`config.mk`:
```
export PLATFORM = sky130hd
export DESIGN_NAME = page_bitmap_allocator
export DESIGN_NICKNAME = d
export VERILOG_FILES = /design/src/design/pba_pkg.sv /design/src/design/page_bitmap_allocator.sv /design/src/design/pba_front.sv /design/src/design/pba_back.sv
export SDC_FILE = /design/constraint.sdc
export NUM_CORES = 1
export LEC_CHECK = 0
export ABC_AREA = 1
export BUFFER_PORTS_ARGS = -buffer_cell sky130_fd_sc_hd__buf_2
export CAP_MARGIN = 20
export CORE_ASPECT_RATIO = 0.7
export CORE_UTILIZATION = 30
export CTS_CLUSTER_DIAMETER = 120
export DETAILED_ROUTE_END_ITERATION = 12
export GPL_ROUTABILITY_DRIVEN = 0
export PLACE_DENSITY = 0.52
export SYNTH_ARGS = -nofsm -noshare
export SYNTH_HDL_FRONTEND = slang
export SYNTH_SLANG_ARGS = --single-unit
```
`constraint.sdc`:
```
create_clock -name aclk -period 9.6 [get_ports aclk]
set_input_delay 0.48 -clock aclk [delete_from_list [all_inputs] [get_ports aclk]]
set_output_delay 0.48 -clock aclk [all_outputs]
set_load 0.01 [all_outputs]
```
`src/design/pba_pkg.sv`:
```
// Shared types and constants of the page bitmap allocator.
package pba_pkg;

    localparam int PAGES_DEF    = 256;
    localparam int RESERVED_DEF = 80;

    // Bitmap memory row geometry.
    localparam int WORD_W = 32;
    localparam int BIT_W  = 5;

    localparam int S_TDATA_W = 16;
    localparam int M_TDATA_W = 32;

    typedef enum logic [1:0] {
        REQ_ALLOC = 2'd0,
        REQ_MARK_USED = 2'd1,
        REQ_MARK_FREE = 2'd2,
        REQ_QUERY = 2'd3
    } req_kind_t;

    localparam logic [1:0] ST_OK    = 2'd0;
    localparam logic [1:0] ST_FAIL  = 2'd1;
    localparam logic [1:0] ST_RANGE = 2'd2;

    // Classified request as it sits in the queue between front and back.
    typedef struct packed {
        req_kind_t   kind;
        logic        range_err;
        logic [7:0]  page;
    } cmd_t;

endpackage

```
`src/design/page_bitmap_allocator.sv`:
```
// Top level of the page bitmap allocator: front end, request queue and back end.
//
//  Channel | Direction | Beat contents (lowest bits first)
//  s_      | in        | tdata: req_type[1:0], page[9:2], zero fill to 16 bits
//  m_      | out       | tdata: page_out, status, page_used, used_count, free_count
//
// A mark or query request first leaves the queue while its bitmap row is read; then the
// row is updated and the result loaded. An out-of-range request, or an allocate that
// finds no free page, loads its result as it leaves the queue.
// An allocate reads rows in turn from the lowest row that may still hold a free page,
// passing over every full 32-page row, then updates the first row that has a free page.
// After reset the back end writes the reset image into the bitmap memory, one row
// of 32 pages per cycle, PAGES/32 rows rounded up in all, with s_tready low.
// The front end keeps accepting into its two-entry queue while the back end is busy,
// and a waiting result keeps the next request, of any kind, in the queue until the result is taken.
module page_bitmap_allocator #(
    parameter int PAGES          = pba_pkg::PAGES_DEF,
    parameter int RESERVED_PAGES = pba_pkg::RESERVED_DEF
) (
    input  logic                            aclk,
    input  logic                            aresetn,
    input  logic                            s_tvalid,
    output logic                            s_tready,
    // req_type[1:0], page[9:2], zeros[15:10]
    input  logic [pba_pkg::S_TDATA_W-1:0]   s_tdata,
    output logic                            m_tvalid,
    input  logic                            m_tready,
    // page_out[7:0], status[9:8], page_used[10], used_count[19:11],
    // free_count[28:20], zeros[31:29]
    output logic [pba_pkg::M_TDATA_W-1:0]   m_tdata
);

    // Classified requests move from the front end to the back end through here.
    logic          q_valid;
    pba_pkg::cmd_t q_cmd;
    logic          q_pop;
    logic          init_busy;

    pba_front #(
        .PAGES (PAGES)
    ) u_front (
        .aclk      (aclk),
        .aresetn   (aresetn),
        .s_tvalid  (s_tvalid),
        .s_tready  (s_tready),
        .s_tdata   (s_tdata),
        .init_busy (init_busy),
        .q_valid   (q_valid),
        .q_cmd     (q_cmd),
        .q_pop     (q_pop)
    );

    // The back end owns the bitmap, the used counter and the result register.
    pba_back #(
        .PAGES          (PAGES),
        .RESERVED_PAGES (RESERVED_PAGES)
    ) u_back (
        .aclk      (aclk),
        .aresetn   (aresetn),
        .q_valid   (q_valid),
        .q_cmd     (q_cmd),
        .q_pop     (q_pop),
        .init_busy (init_busy),
        .m_tvalid  (m_tvalid),
        .m_tready  (m_tready),
        .m_tdata   (m_tdata)
    );

endmodule

```
`src/design/pba_front.sv`:
```
// Front end: accepts request beats, classifies them and buffers them in a two-entry queue.
module pba_front #(
    parameter int PAGES = pba_pkg::PAGES_DEF
) (
    input  logic                            aclk,
    input  logic                            aresetn,
    input  logic                            s_tvalid,
    output logic                            s_tready,
    input  logic [pba_pkg::S_TDATA_W-1:0]   s_tdata,
    input  logic                            init_busy,
    output logic                            q_valid,
    output pba_pkg::cmd_t                   q_cmd,
    input  logic                            q_pop
);

    pba_pkg::cmd_t entry_reg [2];
    logic          wr_ptr_reg, wr_ptr_next;
    logic          rd_ptr_reg, rd_ptr_next;
    logic [1:0]    count_reg, count_next;
    pba_pkg::cmd_t in_cmd;
    logic          push;

    always_comb begin
        in_cmd.kind      = pba_pkg::req_kind_t'(s_tdata[1:0]);
        in_cmd.page      = s_tdata[9:2];
        // Allocate ignores the page, so it can never be out of range.
        in_cmd.range_err = (in_cmd.kind != pba_pkg::REQ_ALLOC) &&
                           ({24'd0, in_cmd.page} >= 32'(PAGES));
    end

    assign s_tready = (count_reg != 2'd2) && !init_busy;
    assign push     = s_tvalid && s_tready;
    assign q_valid  = (count_reg != 2'd0);
    assign q_cmd    = entry_reg[rd_ptr_reg];

    always_comb begin
        wr_ptr_next = push  ? !wr_ptr_reg : wr_ptr_reg;
        rd_ptr_next = q_pop ? !rd_ptr_reg : rd_ptr_reg;
        count_next  = count_reg + 2'(push) - 2'(q_pop);
    end

    always_ff @(posedge aclk) begin
        if (!aresetn) begin
            wr_ptr_reg <= 1'b0;
            rd_ptr_reg <= 1'b0;
            count_reg  <= 2'd0;
        end else begin
            wr_ptr_reg <= wr_ptr_next;
            rd_ptr_reg <= rd_ptr_next;
            count_reg  <= count_next;
        end
    end

    always_ff @(posedge aclk) begin
        if (push) begin
            entry_reg[wr_ptr_reg] <= in_cmd;
        end
    end

endmodule

```
`src/design/pba_back.sv`:
```
// Back end: bitmap memory, request sequencer, counters and result register.
module pba_back #(
    parameter int PAGES          = pba_pkg::PAGES_DEF,
    parameter int RESERVED_PAGES = pba_pkg::RESERVED_DEF
) (
    input  logic                            aclk,
    input  logic                            aresetn,
    input  logic                            q_valid,
    input  pba_pkg::cmd_t                   q_cmd,
    output logic                            q_pop,
    output logic                            init_busy,
    output logic                            m_tvalid,
    input  logic                            m_tready,
    output logic [pba_pkg::M_TDATA_W-1:0]   m_tdata
);

    localparam int W       = pba_pkg::WORD_W;
    localparam int BW      = pba_pkg::BIT_W;
    localparam int NROWS   = (PAGES + W - 1) / W;
    localparam int ROW_AW  = (NROWS > 1) ? $clog2(NROWS) : 1;
    localparam int EXT_W   = ROW_AW + BW;
    localparam int CNT_W   = $clog2(PAGES + 1);
    localparam int RES_EFF = (RESERVED_PAGES > PAGES) ? PAGES : RESERVED_PAGES;

    typedef enum logic [2:0] {
        S_INIT = 3'b001,
        S_IDLE = 3'b010,
        S_EXEC = 3'b100
    } state_t;

    logic [W-1:0]      mem [NROWS];
    logic [W-1:0]      rdata_reg;

    state_t            state_reg, state_next;
    logic [ROW_AW-1:0] init_row_reg, init_row_next;
    logic [ROW_AW-1:0] row_reg, row_next;
    logic [ROW_AW-1:0] hint_reg, hint_next;
    logic [BW-1:0]     bit_reg, bit_next;
    pba_pkg::req_kind_t kind_reg, kind_next;
    logic [7:0]        page_reg, page_next;
    logic [CNT_W-1:0]  total_reg, total_next;

    logic              out_valid_reg, out_valid_next;
    logic [7:0]        out_page_reg, out_page_next;
    logic [1:0]        out_status_reg, out_status_next;
    logic              out_used_reg, out_used_next;
    logic [CNT_W-1:0]  out_total_reg, out_total_next;

    logic [ROW_AW-1:0] rd_addr;
    logic              mem_we;
    logic [ROW_AW-1:0] mem_waddr;
    logic [W-1:0]      mem_wdata;
    logic [W-1:0]      init_word;
    logic [BW-1:0]     free_idx;
    logic [EXT_W-1:0]  q_ext;
    logic              cur_bit;
    logic              out_free;
    logic [CNT_W-1:0]  free_cnt;

    // Reset image of one row; padding bits past the last page read as used.
    always_comb begin
        for (int j = 0; j < W; j++) begin
            init_word[j] = (32'({init_row_reg, BW'(j)}) < 32'(RES_EFF)) ||
                           (32'({init_row_reg, BW'(j)}) >= 32'(PAGES));
        end
    end

    // Lowest clear bit of the row under scan.
    always_comb begin
        free_idx = '0;
        for (int j = W - 1; j >= 0; j--) begin
            if (!rdata_reg[j]) begin
                free_idx = BW'(j);
            end
        end
    end

    assign q_ext     = EXT_W'(q_cmd.page);
    assign cur_bit   = rdata_reg[bit_reg];
    assign out_free  = !out_valid_reg || m_tready;
    assign init_busy = (state_reg == S_INIT);

    always_comb begin
        state_next      = state_reg;
        init_row_next   = init_row_reg;
        row_next        = row_reg;
        hint_next       = hint_reg;
        bit_next        = bit_reg;
        kind_next       = kind_reg;
        page_next       = page_reg;
        total_next      = total_reg;
        out_valid_next  = out_valid_reg && !m_tready;
        out_page_next   = out_page_reg;
        out_status_next = out_status_reg;
        out_used_next   = out_used_reg;
        out_total_next  = out_total_reg;
        rd_addr         = row_reg;
        mem_we          = 1'b0;
        mem_waddr       = row_reg;
        mem_wdata       = rdata_reg;
        q_pop           = 1'b0;

        case (state_reg)
            S_INIT: begin
                mem_we        = 1'b1;
                mem_waddr     = init_row_reg;
                mem_wdata     = init_word;
                init_row_next = init_row_reg + 1'b1;
                if (init_row_reg == ROW_AW'(NROWS - 1)) begin
                    state_next = S_IDLE;
                end
            end
            S_IDLE: begin
                if (q_valid && out_free) begin
                    q_pop     = 1'b1;
                    kind_next = q_cmd.kind;
                    page_next = q_cmd.page;
                    bit_next  = q_ext[BW-1:0];
                    if (q_cmd.range_err) begin
                        out_valid_next  = 1'b1;
                        out_page_next   = q_cmd.page;
                        out_status_next = pba_pkg::ST_RANGE;
                        out_used_next   = 1'b0;
                        out_total_next  = total_reg;
                    end else if (q_cmd.kind == pba_pkg::REQ_ALLOC &&
                                 total_reg == CNT_W'(PAGES)) begin
                        out_valid_next  = 1'b1;
                        out_page_next   = 8'd0;
                        out_status_next = pba_pkg::ST_FAIL;
                        out_used_next   = 1'b1;
                        out_total_next  = total_reg;
                    end else begin
                        row_next   = (q_cmd.kind == pba_pkg::REQ_ALLOC) ?
                                     hint_reg : q_ext[EXT_W-1:BW];
                        rd_addr    = row_next;
                        state_next = S_EXEC;
                    end
                end
            end
            S_EXEC: begin
                case (kind_reg)
                    pba_pkg::REQ_ALLOC: begin
                        if (&rdata_reg) begin
                            row_next = row_reg + 1'b1;
                            rd_addr  = row_next;
                        end else begin
                            mem_we          = 1'b1;
                            mem_wdata       = rdata_reg | (W'(1) << free_idx);
                            total_next      = total_reg + 1'b1;
                            hint_next       = row_reg;
                            out_valid_next  = 1'b1;
                            out_page_next   = 8'({row_reg, free_idx});
                            out_status_next = pba_pkg::ST_OK;
                            out_used_next   = 1'b1;
                            out_total_next  = total_next;
                            state_next      = S_IDLE;
                        end
                    end
                    pba_pkg::REQ_MARK_USED: begin
                        if (cur_bit) begin
                            out_status_next = pba_pkg::ST_FAIL;
                        end else begin
                            mem_we          = 1'b1;
                            mem_wdata       = rdata_reg | (W'(1) << bit_reg);
                            total_next      = total_reg + 1'b1;
                            out_status_next = pba_pkg::ST_OK;
                        end
                        out_valid_next = 1'b1;
                        out_page_next  = page_reg;
                        out_used_next  = 1'b1;
                        out_total_next = total_next;
                        state_next     = S_IDLE;
                    end
                    pba_pkg::REQ_MARK_FREE: begin
                        if (!cur_bit) begin
                            out_status_next = pba_pkg::ST_FAIL;
                        end else begin
                            mem_we          = 1'b1;
                            mem_wdata       = rdata_reg & ~(W'(1) << bit_reg);
                            total_next      = total_reg - 1'b1;
                            out_status_next = pba_pkg::ST_OK;
                            if (row_reg < hint_reg) begin
                                hint_next = row_reg;
                            end
                        end
                        out_valid_next = 1'b1;
                        out_page_next  = page_reg;
                        out_used_next  = 1'b0;
                        out_total_next = total_next;
                        state_next     = S_IDLE;
                    end
                    default: begin
                        out_valid_next  = 1'b1;
                        out_page_next   = page_reg;
                        out_status_next = pba_pkg::ST_OK;
                        out_used_next   = cur_bit;
                        out_total_next  = total_reg;
                        state_next      = S_IDLE;
                    end
                endcase
            end
            default: begin
                state_next = S_INIT;
            end
        endcase
    end

    always_ff @(posedge aclk) begin
        if (!aresetn) begin
            state_reg     <= S_INIT;
            init_row_reg  <= '0;
            hint_reg      <= '0;
            total_reg     <= CNT_W'(RES_EFF);
            out_valid_reg <= 1'b0;
        end else begin
            state_reg     <= state_next;
            init_row_reg  <= init_row_next;
            hint_reg      <= hint_next;
            total_reg     <= total_next;
            out_valid_reg <= out_valid_next;
        end
    end

    always_ff @(posedge aclk) begin
        row_reg        <= row_next;
        bit_reg        <= bit_next;
        kind_reg       <= kind_next;
        page_reg       <= page_next;
        out_page_reg   <= out_page_next;
        out_status_reg <= out_status_next;
        out_used_reg   <= out_used_next;
        out_total_reg  <= out_total_next;
    end

    always_ff @(posedge aclk) begin
        if (mem_we) begin
            mem[mem_waddr] <= mem_wdata;
        end
        rdata_reg <= mem[rd_addr];
    end

    assign free_cnt = CNT_W'(PAGES) - out_total_reg;
    assign m_tvalid = out_valid_reg;
    assign m_tdata  = {3'd0, 9'(free_cnt), 9'(out_total_reg), out_used_reg,
                       out_status_reg, out_page_reg};

endmodule

```
* Word level (Yosys, flattened, before mapping)
Memory sizes are Yosys's and may differ from the RTL's. A register that Yosys moved wholly into a read port is not among the register bits. Cells that the tools add are included.
Word-level totals: input port bits 20, RAM bits 276, register bits after elaboration 61, memories kept 2
Operators by class: bitwise gates (word level) 4, reductions and logical operators 23, muxes and demuxes 106, shift-type cells 2, add/sub/neg operators 7, equality and inequality tests 17, magnitude comparators 34
Memory list:
- u_back.mem | depth 8, width 32, rd ports 1, clocked after memory_dff 1, wr ports 1, RTL line pba_back.sv:31 | logic [W-1:0] mem [NROWS];
- u_front.entry_reg | depth 2, width 10, rd ports 1, clocked after memory_dff 1, wr ports 1, RTL line pba_front.sv:16 | pba_pkg::cmd_t entry_reg [2];
Operators with widths (number):
- $lt 8x7->1 const B | 32
- $mux 5 | 32
- $mux 32 | 3
- $pmux 32 s3 | 1
- $or 32x32->32 | 2
- $pmux 32 s2 | 1
- $shl 1x5->32 const A | 2
- $mux 9 | 6
- $pmux 9 s3 | 2
- $mux 3 | 16
- $mux 8 | 5
- $and 32x32->32 | 1
- $not 32->32 | 1
- $reduce_and 32->1 | 1
- $mux 1 | 23
- $pmux 9 s2 | 1
- $pmux 8 s2 | 1
- $pmux 3 s2 | 2
- $reduce_and 5->1 | 2
- $add 9x1->9 const B | 1
- $eq 9x9->1 const B | 1
- $pmux 3 s3 | 1
- $sub 9x1->9 const B | 1
- $sub 9x9->9 const A | 1
- 29 further kinds | 54

* Logic depth before layout (Yosys ltp)
Gate-level depths: netlist of run 1.
word-level depth 37, depth in mapped cells 39, gate-level depth less buffers 39

* By module
From an unflattened synthesis of run 1, not the netlist that was laid out.
Unflattened totals: cell total of the unflattened synthesis 1746, area, all modules 17330.4 um2
By module, submodules not included:
- pba_back | cells an instance 1675, area an instance 16303.1 um2, sequential area each 9669.3 um2, instances 1
- pba_front | cells an instance 71, area an instance 1027.2 um2, sequential area each 700.7 um2, instances 1

* Worst setup path after synthesis of run 1
Ideal clock, no wire load.
kind reg-to-reg, from register, netlist name u_back.page_reg[0], to memory u_back.mem[6][0] in the netlist's numbering, enable pin, arrival time 4.428 ns, buffers on the path 1, period minus slack after synthesis 4.889 ns, data required time 9.139 ns, slack 4.711 ns, cell stages (with the launch flop) 17, cells stage by stage edfxtp_1 -> nor2_1 -> inv_1 -> o22ai_1 -> a221oi_1 -> a21oi_1 -> o21ai_0 -> nand3_1 -> nand2_2 -> nor2_4 -> inv_1 -> clkbuf_1 -> o21ai_0 -> o21ai_0 -> nand2_1 -> inv_1 -> nor3_1
RTL lines (RTL line):
- end: declaration | pba_back.sv:31

==> flow_summary.json, run 1 <==
{
  "outcome": "complete, no violations",
  "worst_ep_arrival_time_ps": 5080,
  "dp.cells": 2448,
  "r2r-end": "u_back.mem[3][27]",
  "worst-path-buf-inv": 3,
  "drive_gt1_frac": 0.118,
  "reg2regPathDepth": 16,
  "routed_wl_um": 49200,
  "htreeDepth": 2,
  "whs_ps": 144,
  "die_x_um": 290,
  "area.sequential_um2": 10300,
  "multi_input_area_um2": 5900,
  "finalCritPeriodShare": 0.511,
  "hold_start": "s_tdata[9]",
  "hold_class": "input pin to flop",
  "cts_resized": 0,
  "root_buffer": "clkbuf_16",
  "synthToLayoutAreaGrowth_pct": 12.9,
  "routedWlPerCell_um": 19.5,
  "worst_ep_required_time_ps": 9770,
  "hold_end": "u_front.entry_reg[0][7]",
  "clk_latency_ps": 540,
  "grt_pass1_wl_um": 74100,
  "antenna_found_initial": 2,
  "ios": 54,
  "finalNonFillerCells": 2517,
  "clkTransAtPathRegs_ps": 60,
  "setup_viol": 0,
  "r2r_slack_ps": 4690,
  "first_pass_iters": 5,
  "path_common_cell": "o21ai_0",
  "total_leakage_power_nw": 7.34,
  "synth-seq-cells": 364,
  "place_area_um2": 18500,
  "synth_cell_type_count": 52,
  "avgSynthCellArea_um2": 10.1,
  "worstReg2RegStart": "u_back.page_reg[0]",
  "cts.sinks": 364,
  "hold_depth": 1,
  "maxCapViolations": 0,
  "synth_seq_area_share": 0.592,
  "synth_area_um2": 17500,
  "grt_max_degree": 219,
  "path_cells": "nor2_1 -> inv_1 -> o22ai_1 -> a221oi_1 -> a21oi_1 -> o21ai_0 -> nand3_1 -> nand2_2 -> nor2_4 -> inv_1 -> o21ai_0 -> o21ai_0 -> nand2_1 -> nand2_1 -> nor2_4 -> buf_4",
  "cellPowerDensity_nw_per_um2": 318,
  "port-buffer-count": 43,
  "postCtsHoldBufs": 0,
  "grt_overflow": 0,
  "synth_edf_count": 305,
  "syn_inst": 1725,
  "die_area_um2": 59200,
  "vias": 13012,
  "fmax_ghz": 0.204,
  "grt_pass1_vias": 12112,
  "post-route-drc-count": 0,
  "relSlewSlack": 0.0967,
  "drt_iter0_markers": 1284,
  "largest_register_ffs": 256,
  "ir_worst_vdd_mv": 0.281,
  "numCtsBuffers": 37,
  "finalHoldViolations": 0,
  "initial_core_util": 0.306,
  "fillCellCount": 5705,
  "crit_start": "u_back.page_reg[0]",
  "utilization": 0.345,
  "row_count": 73,
  "fp.dieH_um": 204,
  "cts_setup_buffers": 0,
  "cts_buffer_depth": 3,
  "cp_slowest_cell": "nor2_1",
  "ys.flop_type": "edfxtp_1",
  "clock_skew_ps": 15.5,
  "cp-start-kind": "flop",
  "crit_fanout": 20,
  "vias_per_cell": 5.17,
  "async_reset_ff_frac": 0,
  "core_area_um2": 57200,
  "design_area_um2": 19700,
  "yosys_warnings": 0,
  "rsz0062_at_grt": "false",
  "period_needed_ps": 4910,
  "crit_family": "simple AND/OR/NAND/NOR gates",
  "grt_util_all_layers": 0.163,
  "path_class": "flop to flop",
  "dp_hpwl_um": 29800,
  "crit_path_end_kind": "flop",
  "slowest_delay_ps": 550,
  "tightest_slew_ps": 1350,
  "nets": 1772,
  "cts_tree": "yes",
  "setup_tns_ps": 0,
  "final_max_slew_viol_count": 0,
  "ant_nets": 0
}
[cell usage in the layout, fill, tap and decap left out, types with 44 or more instances in the layout]
cell type	Yosys	layout
mux2_2	44	44
inv_1	214	213
nor2_1	75	70
edfxtp_1	305	305
nand3_1	67	67
dfxtp_1	59	59
nand2_1	245	245
o21ai_0	170	170
o211ai_1	77	77
a21oi_1	122	121
[worst max path at each step]
stage,end,depth (start not counted)
after floorplan,u_back.mem[6][0],16
after global placement,u_back.mem[1][4],13
after detailed placement,u_back.mem[7][12],13
after CTS,u_back.mem[7][25],13
after global routing,u_back.mem[3][26],16
final,u_back.mem[3][27],16
[cell usage after synthesis, types with 7 or more instances]
cell type / number / share of area
a21oi_1: 122 / 0.035
a31oi_1: 7 / 0.0025
buf_2: 14 / 0.0040
buf_4: 18 / 0.0077
clkbuf_1: 63 / 0.014
dfxtp_1: 59 / 0.068
edfxtp_1: 305 / 0.52
ha_1: 15 / 0.011
inv_1: 214 / 0.046
mux2_2: 44 / 0.028
nand2_1: 245 / 0.053
nand3_1: 67 / 0.019
nand4_1: 9 / 0.0032
nor2_1: 75 / 0.016
nor3_1: 28 / 0.0080
nor4_1: 14 / 0.0050
o211ai_1: 77 / 0.033
o21a_1: 8 / 0.0034
o21ai_0: 170 / 0.049
o21ai_1: 37 / 0.011
o221ai_1: 13 / 0.0065
o22ai_1: 25 / 0.0090
o311ai_0: 7 / 0.0035
o31ai_1: 7 / 0.0030
xor2_1: 8 / 0.0040
[worst reg2reg max path, delay by kind of cell, from the launching register on]
kind / cells / cell delay [ps]
AOI/OAI and AO/OA: 6 / 820
buffers and inverters: 3 / 1120
DFF: 1 / 470
and+or+nand+nor: 7 / 2140
[metrics by stage]
stage | worst slack (ps) | power, mW
5_1_grt | 4420 | 6.60
3_3_place_gp | 4850 | 4.75
4_1_cts | 4800 | 6.31
6_report | 4690 | 6.28
2_1_floorplan | 4710 | 4.00
3_5_place_dp | 4810 | 4.80
[power by group]
part	internal [mW]	switching [mW]	leakage (nW)
logic	0.380	1.44	3.49
clock network	0.898	0.601	0.619
registers	2.77	0.191	3.22
total	4.05	2.23	7.34
[logic make-up (layout without fill, tap and decap cells)]
group                    Yosys count  after routing  synth area share
AO/OA/AOI/OAI                    498            498             0.168
AND/OR/NAND/NOR                  463            463             0.116
flip-flops                       364            364             0.592
buffers and inverters            323            361            0.0758
multiplexers                      49             49            0.0314
adder cells (fa/ha/maj)           15             15            0.0107
XOR/XNOR                          12             12           0.00602
other                              1              5          0.000215
[per-layer routing]
| layer | vias to the layer above | track usage | part of all wire | wire [um] |
|---|---|---|---|---|
| met2 | 506 | 0.229 | 0.40 | 19800 |
| li1 | 6167 | - | - | - |
| met4 | 0 | 0.0410 | 0.021 | 1020 |
| met5 | - | 0 | 0 | 0 |
| met1 | 6264 | 0.248 | 0.49 | 23900 |
| met3 | 75 | 0.0389 | 0.090 | 4430 |
[final cells by class]
class	instances	share of cell area
antenna	1	0.000127
clock buffer	55	0.0551
clock inverter	13	0.00895
inverter	222	0.0423
multi-input combinational	1041	0.299
sequential	364	0.524
tap	750	0.0476
timing repair buffer	71	0.0226
(Power assumes the default switching activity.)
==> inputs of run 2 (changes only) <==
--- a/config.mk
+++ b/config.mk
@@ -5,7 +5,7 @@
 export SDC_FILE = /design/constraint.sdc
 export NUM_CORES = 1
 export LEC_CHECK = 0
-export ABC_AREA = 1
+export ABC_AREA = 0
 export BUFFER_PORTS_ARGS = -buffer_cell sky130_fd_sc_hd__buf_2
 export CAP_MARGIN = 20
 export CORE_ASPECT_RATIO = 0.7
@@ -13,7 +13,7 @@
 export CTS_CLUSTER_DIAMETER = 120
 export DETAILED_ROUTE_END_ITERATION = 12
 export GPL_ROUTABILITY_DRIVEN = 0
-export PLACE_DENSITY = 0.52
+export PLACE_DENSITY = 0.54
 export SYNTH_ARGS = -nofsm -noshare
 export SYNTH_HDL_FRONTEND = slang
 export SYNTH_SLANG_ARGS = --single-unit
==> constraint.sdc (replaced) <==
create_clock -name aclk -period 4.5 [get_ports aclk]
set_input_delay 0.225 -clock aclk [delete_from_list [all_inputs] [get_ports aclk]]
set_output_delay 0.225 -clock aclk [all_outputs]
set_load 0.01 [all_outputs]
==> flow_summary.json, run 2 <==
{
  "worst-path-buf-inv": 2,
  "outcome": "complete, no violations",
  "port-buffer-count": 43,
  "ys.flop_type": "edfxtp_1",
  "synth.area.top_cells": "edfxtp_1, dfxtp_1, nand2_1, nand3_1, mux2i_1",
  "cp_slowest_cell": "edfxtp_1",
  "multi_input_area_um2": 6280,
  "synth_edf_count": 305,
  "grt_busiest_layer": "met1",
  "crit_path_end_kind": "flop",
  "cts_tree": "yes",
  "synth_area_um2": 17200,
  "grt_use_met1": 0.254,
  "final_common_cell": "edfxtp_1",
  "root_buffer": "clkbuf_16",
  "drt_iter0_markers": 1589,
  "relSlewSlack": 0.295,
  "clock_skew_ps": 20.6,
  "worst_ep_required_time_ps": 4660,
  "power.total_mw": 7.66,
  "post-route-drc-count": 0,
  "finalHoldViolations": 0,
  "synth-compound-area-share": 0.126,
  "fp.dieH_um": 202,
  "cts.sinks": 364,
  "synth-seq-cells": 364,
  "synth.area.mux_share": 0.0483,
  "path_common_cell": "buf_4",
  "async_reset_ff_frac": 0,
  "synth.most_common_cell": "edfxtp_1",
  "synth_seq_area_share": 0.603,
  "grt_pass1_vias": 11830,
  "clk_latency_ps": 530,
  "n_antenna_cell": 0,
  "row_count": 72,
  "die_x_um": 288,
  "grt_util_all_layers": 0.167,
  "finalCritPeriodShare": 0.900,
  "grt_pass1_wl_um": 73900,
  "use_met2": 0.226,
  "hold_class": "input pin to flop",
  "clkTransAtPathRegs_ps": 60,
  "fillCellCount": 5525,
  "crit_family": "multiplexers",
  "syn_inst": 1535,
  "mostFrequentLayoutCells": "edfxtp_1, nand2_1, nand3_1",
  "tightest_slew_ps": 1050,
  "largest_register_ffs": 256,
  "core_area_um2": 55900,
  "fmax_ghz": 0.247,
  "slowest_delay_ps": 840,
  "synth.largest_area_cell": "edfxtp_1",
  "path_cells": "mux4_1 -> mux2i_1 -> and3_1 -> a211o_1 -> nand2_1 -> nand3_1 -> a21oi_1 -> buf_4 -> nor3_2 -> buf_4",
  "grt_overflow": 0,
  "synthAdderAreaFrac": 0.0109,
  "rsz0062_at_grt": "false",
  "cp-start-kind": "flop",
  "maxCapViolations": 0,
  "ir_worst_vdd_mv": 0.301,
  "yosys_warnings": 0,
  "die_area_um2": 58200,
  "yosys.area_share.simple": 0.170,
  "total_leakage_power_nw": 6.54,
  "synth_top_cell_area_share": 0.534,
  "numCtsBuffers": 37,
  "cellPowerDensity_nw_per_um2": 391,
  "drive_gt1_frac": 0.126,
  "final_max_slew_viol_count": 0,
  "use_met3": 0.0525,
  "synth_cell_type_count": 85,
  "cts_buffer_depth": 3,
  "nets": 1617,
  "dp_hpwl_um": 31800,
  "initial_core_util": 0.307,
  "synthToLayoutAreaGrowth_pct": 14.3,
  "avgSynthCellArea_um2": 11.2,
  "area.sequential_um2": 10300,
  "routedWlPerCell_um": 21.0,
  "synth_xor_area_frac": 0.00664,
  "path_class": "flop to flop",
  "cts_resized": 0,
  "ios": 54,
  "worst_ep_arrival_time_ps": 4210,
  "antenna_found_initial": 0,
  "grt_max_degree": 97,
  "ant_nets": 0,
  "synth_top_cells_by_count": "edfxtp_1, nand2_1, nand3_1",
  "routed_wl_um": 49300,
  "utilization": 0.351,
  "first_pass_iters": 7,
  "synth_top_family_by_area": "simple AND/OR/NAND/NOR gates",
  "vias_per_cell": 5.40,
  "period_needed_ps": 4050,
  "htreeDepth": 2,
  "crit_fanout": 32,
  "setup_viol": 0,
  "vias": 12683
}
[run 2: repair_timing]
item,4_1_cts,5_1_grt
hold buffers,10,0
hold endpoints to repair,20,0
buffers inserted,0,0
[run 2: cells by family (layout without fill, tap and decap cells)]
group           count (synthesis)  count (layout)
fa+ha+maj                      15              15
simple gates                  623             623
compound gates                318             318
xor+xnor                       13              13
buf+inv                       134             205
flops                         364             364
other cells                     1               4
mux                            67              67
[run 2: worst paths after layout]
kind,slack (ps),cells past startpoint,start,to
worst max-delay path,450,10,u_back.page_reg[1],u_back.mem[0][19]
worst min-delay path,10,2,aresetn,u_back.total_reg[4]
worst max register to register,450,10,u_back.page_reg[1],u_back.mem[0][19]
worst min register to register,510,2,u_back.hint_reg[2],u_back.hint_reg[2]
[run 2: routing by layer]
layer / part of all wire / vias up
met4: 0.022 / 2
met3: 0.10 / 115
met1: 0.48 / 6148
li1: - / 5848
met2: 0.39 / 570
met5: 0.00097 / -
[run 2: area by class of cell]
cell class                      count  share of cell area
Timing Repair Buffer              107              0.0380
Clock inverter                     19              0.0110
Inverter                           32             0.00625
Tap cell                          740              0.0472
Sequential cell                   364               0.527
Clock buffer                       47              0.0502
Multi-Input combinational cell   1040               0.320
[run 2: through the flow]
step           TNS (ps)  setup slack [ps]  std cells  hold WS [ps]  area [um^2]
6_report              0               450       2349          11.0        19600
3_3_place_gp          0               657       2273           416        18300
2_1_floorplan   -114760              -448       1538           324        17200
5_1_grt               0               318       2349          13.6        19600
3_5_place_dp          0               551       2273           418        18300
4_1_cts               0               519       2349          2.19        19600
[run 2: worst register-to-register path: cells and delay by family (launching register included)]
| family | cells | cell delay, ps |
|---|---|---|
| compound gates | 2 | 260 |
| mux | 2 | 930 |
| flops | 1 | 840 |
| simple gates | 4 | 890 |
| buf+inv | 2 | 730 |
[run 2: power breakdown]
group	total, mW	switching, mW	leakage [nW]	internal (mW)
Sequential	4.05	0.0799	3.12	3.97
Clock	3.05	1.26	0.585	1.79
Combinational	0.561	0.420	2.83	0.141
==> inputs of run 3 (changes only) <==
--- a/config.mk
+++ b/config.mk
@@ -10,6 +10,7 @@
 export CAP_MARGIN = 20
 export CORE_ASPECT_RATIO = 0.7
 export CORE_UTILIZATION = 30
+export CTS_BUF_LIST = sky130_fd_sc_hd__clkbuf_4
 export CTS_CLUSTER_DIAMETER = 120
 export DETAILED_ROUTE_END_ITERATION = 12
 export GPL_ROUTABILITY_DRIVEN = 0
==> flow_summary.json, run 3 (same netlist as run 2, synthesis figures left out) <==
{
  "finalCritPeriodShare": 0.904,
  "crit_fanout": 32,
  "worst_ep_arrival_time_ps": 4480,
  "grt_pass1_wl_um": 75100,
  "final_common_cell": "edfxtp_1",
  "route.top_layer_used": "met5",
  "hold_start": "s_tdata[4]",
  "ant_nets": 0,
  "cts_setup_buffers": 0,
  "wl_met3_um": 5100,
  "clock_skew_ps": 61.6,
  "clkTransAtPathRegs_ps": 70,
  "drt_iter0_markers": 1723,
  "relSlewSlack": 0.279,
  "root_buffer": "clkbuf_4",
  "postCtsHoldBufs": 13,
  "cp-start-kind": "flop",
  "hold_class": "input pin to flop",
  "multi_input_area_um2": 6280,
  "drt-met1-wl_um": 24000,
  "fillCellCount": 5579,
  "vias": 13062,
  "maxCapViolations": 0,
  "path_class": "flop to flop",
  "fp.dieH_um": 202,
  "drive_gt1_frac": 0.178,
  "setup_tns_ps": 0,
  "finalHoldViolations": 0,
  "cts.sinks": 364,
  "utilization": 0.352,
  "ios": 54,
  "die_x_um": 288,
  "routedWlPerCell_um": 20.5,
  "antenna_found_initial": 2,
  "largest_register_ffs": 256,
  "core_area_um2": 55900,
  "row_count": 72,
  "crit_start": "u_back.page_reg[1]",
  "cts_buffer_depth": 3,
  "cellPowerDensity_nw_per_um2": 379,
  "grt_max_degree": 97,
  "worstReg2RegStart": "u_back.page_reg[1]",
  "rsz0062_at_grt": "false",
  "ir_worst_vdd_mv": 0.232,
  "setup_viol": 0,
  "total_leakage_power_nw": 6.69,
  "htreeDepth": 3,
  "clk_latency_ps": 820,
  "grt_util_all_layers": 0.171,
  "initial_core_util": 0.307,
  "period_needed_ps": 4070,
  "cts_resized": 0,
  "outcome": "complete, no violations",
  "dp_hpwl_um": 31800,
  "die_area_um2": 58200,
  "vias_per_cell": 5.33,
  "numCtsBuffers": 88,
  "power.total_mw": 7.44,
  "mostFrequentLayoutCells": "edfxtp_1, nand2_1, clkbuf_4",
  "synthToLayoutAreaGrowth_pct": 14.5,
  "first_pass_iters": 12,
  "tightest_slew_ps": 1080,
  "fmax_ghz": 0.246,
  "route.met2.wl_um": 19900,
  "cts_tree": "yes",
  "area.sequential_um2": 10300,
  "post-route-drc-count": 0,
  "worst_ep_required_time_ps": 4910,
  "nets": 1671,
  "final_max_slew_viol_count": 0,
  "grt_pass1_vias": 12195,
  "routed_wl_um": 50200,
  "port-buffer-count": 43,
  "crit_path_end_kind": "flop",
  "grt_overflow": 0
}
==> run 3: worst paths after layout <==
| kind | endpoint | slack [ps] | cells past startpoint |
|---|---|---|---|
| setup reg to reg | u_back.mem[4][4] | 430 | 10 |
| hold reg to reg | u_back.hint_reg[2] | 510 | 2 |
| setup / recovery | u_back.mem[4][4] | 430 | 10 |
| hold / removal | u_front.entry_reg[0][2] | 140 | 2 |
==> run 3: critical path, stage by stage, from the launching register on <==
cell	delay [ps]
edfxtp_1	860
mux4_1	700
mux2i_4	220
nor3b_4	380
a211o_1	180
nand2_1	160
nand3_1	160
a21oi_1	80
buf_4	190
nor3_2	170
buf_4	550
==> run 3: final cells by class <==
| type | count | area share |
|---|---|---|
| diodes | 4 | 0.000510 |
| clock buffers | 147 | 0.0562 |
| clock inverters | 15 | 0.00433 |
| inverters | 32 | 0.00624 |
| multi-input cells | 1040 | 0.320 |
| flip-flops and latches | 364 | 0.526 |
| well taps | 740 | 0.0471 |
| repair buffers | 110 | 0.0395 |
==> run 3: metrics by stage <==
stage	hold slack, ps	cell area, um^2	setup slack, ps	std cells
floorplan	324	17200	-448	1538
global placement	416	18300	657	2273
detailed placement	418	18300	551	2273
CTS	68.9	19600	508	2448
global route	111	19600	320	2450
finish	137	19600	432	2452
==> run 3: routing by layer <==
metal / up-vias / GRT usage
met1: 6281 / 0.256
met3: 124 / 0.0565
li1: 6049 / -
met2: 606 / 0.228
met4: 2 / 0.0501
met5: - / 0
==> run 3: where the power goes <==
| group | internal [mW] | switching, mW | total (mW) |
|---|---|---|---|
| Combinational | 0.143 | 0.418 | 0.560 |
| Sequential | 3.96 | 0.0812 | 4.05 |
| Clock | 1.48 | 1.35 | 2.84 |
